### config.mk
export PLATFORM = sky130hd
export DESIGN_NAME = mhp_ctrl
export DESIGN_NICKNAME = d
export VERILOG_FILES = /design/src/design/mhp_pkg.sv /design/src/design/mhp_ctrl.sv
export SDC_FILE = /design/constraint.sdc
export NUM_CORES = 1
export LEC_CHECK = 0
export BUFFER_PORTS_ARGS = -buffer_cell sky130_fd_sc_hd__buf_2
export CAP_MARGIN = 10
export CELL_PAD_IN_SITES_DETAIL_PLACEMENT = 0
export CELL_PAD_IN_SITES_GLOBAL_PLACEMENT = 1
export CORE_MARGIN = 1.5
export CORE_UTILIZATION = 34
export DETAILED_ROUTE_END_ITERATION = 6
export PLACE_DENSITY_LB_ADDON = 0.1
export SETUP_SLACK_MARGIN = 0.4
export SLEW_MARGIN = 30
export SYNTH_ARGS = -nofsm -noshare
export SYNTH_HDL_FRONTEND = slang
export SYNTH_SLANG_ARGS = --single-unit
### constraint.sdc
create_clock -name i_clk -period 1.55 [get_ports i_clk]
set_input_delay 0.2325 -clock i_clk [delete_from_list [all_inputs] [get_ports i_clk]]
set_output_delay 0.2325 -clock i_clk [all_outputs]
set_load 0.005 [all_outputs]
### src/design/mhp_pkg.sv
`timescale 1ns / 1ps
`default_nettype none
// ----------------------------------------------------------------------------
// mhp_pkg
// Types and codes shared by the heap controller, datapath and top level.
// ----------------------------------------------------------------------------
package mhp_pkg;

    localparam int unsigned VALUE_W  = 32;
    localparam int unsigned STATUS_W = 2;

    localparam logic [STATUS_W-1:0] STATUS_OK    = 2'd0;
    localparam logic [STATUS_W-1:0] STATUS_EMPTY = 2'd1;
    localparam logic [STATUS_W-1:0] STATUS_FULL  = 2'd2;

    localparam logic KIND_LOAD    = 1'b0;
    localparam logic KIND_EXTRACT = 1'b1;

    localparam logic [VALUE_W-1:0] VALUE_EMPTY = '1;
    localparam logic [VALUE_W-1:0] VALUE_LOAD  = '0;

    typedef enum logic [3:0] {
        S_IDLE,
        S_LOAD,
        S_EXT_READ,
        S_EXT_TAKE,
        S_BLD_INIT,
        S_BLD_NEXT,
        S_BLD_TAKE,
        S_SIFT_READ,
        S_SIFT_WRITE,
        S_FINISH
    } t_state;

    typedef enum logic [3:0] {
        OP_NONE,
        OP_CAPTURE,
        OP_APPEND,
        OP_EXT_EMPTY,
        OP_EXT_READ,
        OP_EXT_TAKE,
        OP_BLD_INIT,
        OP_BLD_DEC,
        OP_CUR_TAKE,
        OP_SIFT_READ,
        OP_SIFT_WRITE,
        OP_OUT_LOAD
    } t_dp_op;

    typedef struct packed {
        t_dp_op op;
    } t_dp_cmd;

    typedef struct packed {
        logic kind;
        logic last;
        logic empty;
        logic node_zero;
        logic sift_more;
        logic out_busy;
    } t_dp_stat;

endpackage
`default_nettype wire

### src/design/mhp_ctrl.sv
`timescale 1ns / 1ps
`default_nettype none
// ----------------------------------------------------------------------------
// mhp_ctrl
// Sequencer for load, heap build, extract and sift-down steps.
// ----------------------------------------------------------------------------
module mhp_ctrl
    import mhp_pkg::*;
(
    input  wire logic     i_clk,
    input  wire logic     i_rst_n,
    input  wire logic     i_req_valid,
    output logic          o_req_ready,
    input  wire t_dp_stat i_stat,
    output t_dp_cmd       o_cmd
);

    t_state r_state;
    t_state n_state;

    always_ff @(posedge i_clk) begin
        if (!i_rst_n) begin
            r_state <= S_IDLE;
        end else begin
            r_state <= n_state;
        end
    end

    always_comb begin
        n_state     = r_state;
        o_cmd.op    = OP_NONE;
        o_req_ready = 1'b0;
        unique case (r_state)
            S_IDLE: begin
                o_req_ready = i_rst_n;
                if (i_req_valid && i_rst_n) begin
                    o_cmd.op = OP_CAPTURE;
                    n_state  = S_LOAD;
                end
            end
            S_LOAD: begin
                if (i_stat.kind == KIND_EXTRACT) begin
                    n_state = S_EXT_READ;
                end else begin
                    o_cmd.op = OP_APPEND;
                    n_state  = i_stat.last ? S_BLD_INIT : S_FINISH;
                end
            end
            S_EXT_READ: begin
                if (i_stat.empty) begin
                    o_cmd.op = OP_EXT_EMPTY;
                    n_state  = S_FINISH;
                end else begin
                    o_cmd.op = OP_EXT_READ;
                    n_state  = S_EXT_TAKE;
                end
            end
            S_EXT_TAKE: begin
                o_cmd.op = OP_EXT_TAKE;
                n_state  = S_SIFT_READ;
            end
            S_BLD_INIT: begin
                o_cmd.op = OP_BLD_INIT;
                n_state  = S_BLD_NEXT;
            end
            S_BLD_NEXT: begin
                if (i_stat.node_zero) begin
                    n_state = S_FINISH;
                end else begin
                    o_cmd.op = OP_BLD_DEC;
                    n_state  = S_BLD_TAKE;
                end
            end
            S_BLD_TAKE: begin
                o_cmd.op = OP_CUR_TAKE;
                n_state  = S_SIFT_READ;
            end
            S_SIFT_READ: begin
                o_cmd.op = OP_SIFT_READ;
                n_state  = S_SIFT_WRITE;
            end
            S_SIFT_WRITE: begin
                o_cmd.op = OP_SIFT_WRITE;
                if (i_stat.sift_more) begin
                    n_state = S_SIFT_READ;
                end else if (i_stat.kind == KIND_EXTRACT) begin
                    n_state = S_FINISH;
                end else begin
                    n_state = S_BLD_NEXT;
                end
            end
            S_FINISH: begin
                if (!i_stat.out_busy) begin
                    o_cmd.op = OP_OUT_LOAD;
                    n_state  = S_IDLE;
                end
            end
            default: begin
                n_state = S_IDLE;
            end
        endcase
    end

endmodule
`default_nettype wire

==> results of run 1 <==
==> critical path, cell delays in order (launching register included) <==
cell and delay [ps]:
dfxtp_4 390, nand2b_4 160, nor3_4 40, o21ai_2 160, o311ai_1 110, buf_2 140
==> cells in the final DEF, fill, tap and decap left out <==
cell type	count
a211oi_1	1
o32ai_2	1
buf_6	2
o21ai_1	4
o21ai_0	1
dfxtp_4	4
buf_2	14
nor2b_1	1
nand3b_1	1
nor2_1	5
nor2_2	2
o2111ai_1	1
nor4_4	1
a21oi_1	6
inv_2	2
nand2b_4	4
nor2_4	2
a31oi_1	1
nand3_1	3
a32oi_1	1
o21ai_2	1
and4_1	1
o311ai_2	1
buf_4	10
inv_1	2
clkbuf_4	3
a211oi_2	1
o31ai_1	1
nand2b_1	1
o311ai_1	2
o21a_1	1
inv_4	1
nand2_1	5
nor3b_2	1
nor3_1	1
nor3_4	2
==> metrics by stage <==
stage | utilization, % | setup WS, ps | area [um2]
6_report | 56.9 | 78.8 | 741
3_3_place_gp | 43.4 | 143 | 564
3_5_place_dp | 43.4 | 96.5 | 564
2_1_floorplan | - | 394 | 499
5_1_grt | 56.9 | 8.10 | 741
4_1_cts | 53.7 | 93.3 | 698
==> what timing repair did <==
action / CTS / global route
setup buffers: 9 / 1
setup endpoints to repair: 8 / 9
pin swaps: 3 / 6
gates cloned: 0 / 0
gates resized for setup: 16 / 7
==> final cells by class <==
type	count	area [um2]	area share, %
well taps	15	18.8	2.53
repair buffers	26	168	22.6
multi-input cells	53	415	56.1
inverters	5	21.3	2.87
clock buffers	3	22.5	3.04
flip-flops and latches	4	95.1	12.8
==> final timing paths <==
kind	start	end	slack [ps]	depth (start not counted)
max	r_state[1]$_SDFFE_PN0P_	o_cmd[0]	80	5
min	i_rst_n	r_state[1]$_SDFFE_PN0P_	310	2
max reg2reg	r_state[1]$_SDFFE_PN0P_	r_state[3]$_SDFFE_PN0P_	300	6
min reg2reg	r_state[0]$_SDFFE_PN0P_	r_state[0]$_SDFFE_PN0P_	730	3
==> power breakdown <==
group | total (W) | internal [W] | switching (W)
clock | 0.000125 | 0.0000864 | 0.0000390
combinational | 0.000896 | 0.000446 | 0.000451
sequential | 0.000270 | 0.000167 | 0.000103
total | 0.00129 | 0.000699 | 0.000593
==> routing by layer <==
| layer | vias to the layer above | part of all wire, % | track usage, % |
|---|---|---|---|
| met4 | 0 | 0 | 4.17 |
| met3 | 0 | 2.8 | 3.33 |
| met5 | - | 0 | 0 |
| met1 | 280 | 46 | 27.0 |
| li1 | 301 | - | - |
| met2 | 11 | 52 | 43.3 |
==> cells by family (layout without fill, tap and decap cells) <==
family	count (synthesis)	in the layout
flip-flops	4	4
AND/OR/NAND/NOR	30	30
AO/OA/AOI/OAI	23	23
buffers and inverters	9	34
==> out/qor.txt, run 1 <==
Initial DRC count: 14
Clk_skew: 1.95 ps
Post-synthesis mux area share: 0%
Fin. Hold Viols: 0
Final Hold Slack: 307 ps
Maxcap violations: 0
Post-DP HPWL: 1.06 mm
WP data required: 1320 ps
GRT overflow: 0
Root Driver: clkbuf_4
Largest net degree at the start of global routing: 9
Cells after DPL: 93
H-tree Lvls: 1
Fin Setup TNS: 0 ps
Dominant cell type by area after synthesis: dfxtp_1
Finished Layout Cells: 106
Asr flop ratio synth: 0%
Initial antenna violation count: 0
Drt total wl: 1.68 mm
Vias/cell: 5.58
Synthesized instance count: 66
Largest family of logic cells by synthesized area: simple AND/OR/NAND/NOR gates
Worst vdd ir: 0.00103 V
CP max FO: 6
RD Place Congestion: 0.863
Pwr/cell area: 1740 nW/um2
Tot GR Track Use: 23.0%
Synth Flop Type: dfxtp_1
Most frequent cell after synthesis: nor2_1
Max Slew Vio Count: 0
Initial core utilization: 36.8%
First-pass GRT wire length: 2.51 mm
Synth Warn #: 0
CORE AREA: 1300 um2
TritonCTS clock tree: done
CP Capture Type: output pin
Fillers: 132
Dominant cells by area after synthesis: dfxtp_1 17%, a21oi_1 6.3%, nor2_1 6.3%
TritonCTS Buffers: 3
Simple-Gate Fraction of Synth Area: 38.4%
Worst min-delay path category: in -> reg
Status: finished, final reports clean
Adder-Cell Fraction of Synth Area: 0%
Worst Setup Path Type: reg -> out
Share of cells above drive strength 1: 57.1%
Yosys top cell area share: 16.7%
Synth top cells by count: 8 x nor2_1, 6 x a21oi_1, 5 x nand2_1
FP Rows: 13
Tmin final: 1470 ps
I/O pin count: 14
Worst slew pin tran: 292 ps
Post-synthesis compound-gate area fraction: 32.6%
Synth unique cells: 30
NumNets Final: 102
Top flop regs: r_state x4
Clock buffer depth: 2
Power consumption: 0.00129 W
DRC Markers: 0
Slew headroom: 80.5%
Crit path DAT: 1240 ps
Final Cycle Share: 94.9%
Unrepaired setup endpoints after global routing: yes
EDFF count, synth: 0
Wire per inst: 15.9 um
Syn nets: 75
CTS Sinks: 4
Seq cells post-synth: 4
Static leakage power: 0.293 nW
Die X: 40.5 um
Post-route ant nets: 0
Die H: 40.5 um
Via Count: 592
Xor and xnor area share after synthesis: 0%
Total Die Area: 1640 um2
Area grow syn2layout: 54.6%
Vias in the first global route: 564
Final setup viols: 0
Biggest register: r_state
Largest register FFs: 4
Drt first pass iters: 3
Port Buffers: 13
CTS clk-pin slew, worst paths: 30 ps
Crit start category: flip-flop
Mapped cell area: 479 um2
Clock latency at the later pin of the worst-skew pair: 230 ps
Antenna diodes: 0
Peak Freq: 0.680 GHz
Hold buffers post-CTS: 0
Mean Syn Cell Area: 7.26 um2
Register area share after synthesis: 16.7%
Note: power is estimated with default switching activity, not from simulation.
==> inputs of run 2 (changes only) <==
--- a/config.mk
+++ b/config.mk
@@ -10,7 +10,8 @@
 export CELL_PAD_IN_SITES_DETAIL_PLACEMENT = 0
 export CELL_PAD_IN_SITES_GLOBAL_PLACEMENT = 1
 export CORE_MARGIN = 1.5
-export CORE_UTILIZATION = 34
+export CORE_UTILIZATION = 36
+export CTS_CLUSTER_SIZE = 10
 export DETAILED_ROUTE_END_ITERATION = 6
 export PLACE_DENSITY_LB_ADDON = 0.1
 export SETUP_SLACK_MARGIN = 0.4
==> constraint.sdc (replaced) <==
create_clock -name i_clk -period 1.8 [get_ports i_clk]
set_input_delay 0.27 -clock i_clk [delete_from_list [all_inputs] [get_ports i_clk]]
set_output_delay 0.27 -clock i_clk [all_outputs]
set_load 0.005 [all_outputs]
==> out/qor.txt, run 2 (synthesized netlist as in run 1, its figures left out) <==
Final Cycle Share: 86.3%
Fin Setup TNS: 0 ps (unchanged)
Initial core utilization: 40.9% (+4.1 points)
CP Capture Type: output pin
Peak Freq: 0.644 GHz
Worst slew pin tran: 281 ps (-11.0 ps)
Tmin final: 1550 ps
Seq pwr share: 18.6% (-2.3 points)
CTS Sinks: 4 (unchanged)
Vias in the first global route: 530 (-6.0%)
Vias/cell: 5.63 (+0.80%)
Root Driver: clkbuf_4
CTS clk-pin slew, worst paths: 40 ps (about the same)
Clock buffer depth: 2 (unchanged)
Worst R2R Setup Slack: 340 ps (+40 ps)
Hold_sp: i_rst_n
Cell Area, Placed: 539 um2 (-4.4%)
Drt total wl: 1.59 mm (-5.8%)
GRT overflow: 0 (unchanged)
Fin. Hold Viols: 0 (unchanged)
Largest register FFs: 4 (unchanged)
I/O pin count: 14 (unchanged)
WP data required: 1530 ps (+210 ps)
Die X: 39.5 um (-2.6%)
Clock latency at the later pin of the worst-skew pair: 230 ps (about the same)
Antenna diodes: 0 (unchanged)
Static leakage power: 0.307 nW (+4.7%)
WHS Path Cells: 2 (unchanged)
Clock power frac: 9.8% (about the same)
Status: finished, final reports clean
Post-route ant nets: 0 (unchanged)
Largest net degree at the start of global routing: 10 (+1)
Pint: 0.000638 W (-8.6%)
CORE AREA: 1170 um2 (-10%)
CP max FO: 7 (+1)
Sw frac: 44.0% (-1.9 points)
Biggest register: r_state
FP Rows: 12 (-1)
Share of cells above drive strength 1: 58.5% (+1.4 points)
Most frequent cells in the layout: 13 x buf_2, 13 x buf_4, 6 x a21oi_1
Via Count: 608 (+2.7%)
Maxcap violations: 0 (unchanged)
Drt first pass iters: 4 (+1)
Final setup viols: 0 (unchanged)
Slew headroom: 81.0% (+0.45 points)
Initial antenna violation count: 0 (unchanged)
First-pass GRT wire length: 2.22 mm (-12%)
R2R depth: 7 (+1)
Worst Setup Path Type: reg -> out
Crit start category: flip-flop
Initial DRC count: 25 (+11)
Area grow syn2layout: 56.1%
RD Place Congestion: 0.830 (-3.8%)
Reg2Reg Capture Point: r_state[3]$_SDFFE_PN0P_
Die H: 39.5 um (-2.6%)
Sw Pwr: 0.000501 W (-15%)
Combinational Power Share: 71.6% (+2.2 points)
Pwr/cell area: 1520 nW/um2 (-13%)
DRC Markers: 0 (unchanged)
Worst min-delay path category: in -> reg
RR Startpoint: r_state[1]$_SDFFE_PN0P_
TritonCTS Buffers: 3 (unchanged)
Crit path DAT: 1280 ps (+40 ps)
Top flop regs: r_state x4
H-tree Lvls: 1 (unchanged)
Post-DP HPWL: 912 um (-14%)
Final instance area: 748 um2 (+1.0%)
NumNets Final: 105 (+2.9%)
Port Buffers: 13 (unchanged)
Tot GR Track Use: 21.3% (-1.7 points)
Worst vdd ir: 0.000843 V (-18%)
Wire per inst: 14.7 um (-7.6%)
Max Slew Vio Count: 0 (unchanged)
Total Die Area: 1560 um2 (-5.1%)
Clk_skew: 3.12 ps (+1.17 ps)
Unrepaired setup endpoints after global routing: yes
Hold Path End: r_state[1]$_SDFFE_PN0P_
TritonCTS clock tree: done
[run 2: timing repair]
item / 4_1_cts / 5_1_grt
buffers inserted: 10 / 4
setup endpoints to repair: 5 / 5
resized for setup: 19 / 9
hold buffers: 0 / 0
pin swaps: 5 / 5
[run 2: final cells by class]
type | count | area (um2)
repair buffers | 29 | 196
well taps | 14 | 17.5
clock buffers | 3 | 22.5
inverters | 5 | 26.3
fillers | 103 | 423
flip-flops and latches | 4 | 95.1
multi-input cells | 53 | 390
[run 2: metal layers]
layer  routed length [um]  GRT usage [%]
met3                   66           3.41
met5                    0              0
met1                  694           26.4
met2                  796           38.5
met4                   27           2.59
[run 2: worst max-delay path, cell delays in order (launching register included)]
cell,delay [ps]
dfxtp_4,360
buf_6,130
inv_8,60
and4_1,210
nand2_1,60
o311ai_1,80
buf_2,160
[run 2: through the flow]
stage | total power [W] | cells | hold slack (ps) | setup slack [ps] | util (%)
detailed placement | 0.000697 | 91 | 577 | 240 | 46.0
CTS | 0.00102 | 104 | 330 | 261 | 59.0
global placement | 0.000715 | 91 | 582 | 243 | 46.0
global route | 0.00120 | 108 | 356 | 194 | 63.9
finish | 0.00114 | 108 | 353 | 247 | 63.9
floorplan | 0.000579 | 66 | 388 | 558 | -
[run 2: power groups by stage]
stage,logic [W],registers [W],clock network [W]
after floorplan,0.000426,0.000153,0
after global placement,0.000504,0.000211,0
after detailed placement,0.000489,0.000208,0
after CTS,0.000694,0.000216,0.000108
after global routing,0.000866,0.000218,0.000119
final,0.000816,0.000212,0.000112
[run 2: worst max-delay path by stage]
stage                                        from       end  slack [ps]  depth (start not counted)
after floorplan           r_state[2]$_SDFFE_PN0P_  o_cmd[1]         560                          4
after global placement    r_state[1]$_SDFFE_PN0P_  o_cmd[0]         240                          5
after detailed placement  r_state[1]$_SDFFE_PN0P_  o_cmd[0]         240                          5
after CTS                 r_state[0]$_SDFFE_PN0P_  o_cmd[0]         260                          6
after global routing      r_state[0]$_SDFFE_PN0P_  o_cmd[0]         190                          6
final                     r_state[0]$_SDFFE_PN0P_  o_cmd[0]         250                          6
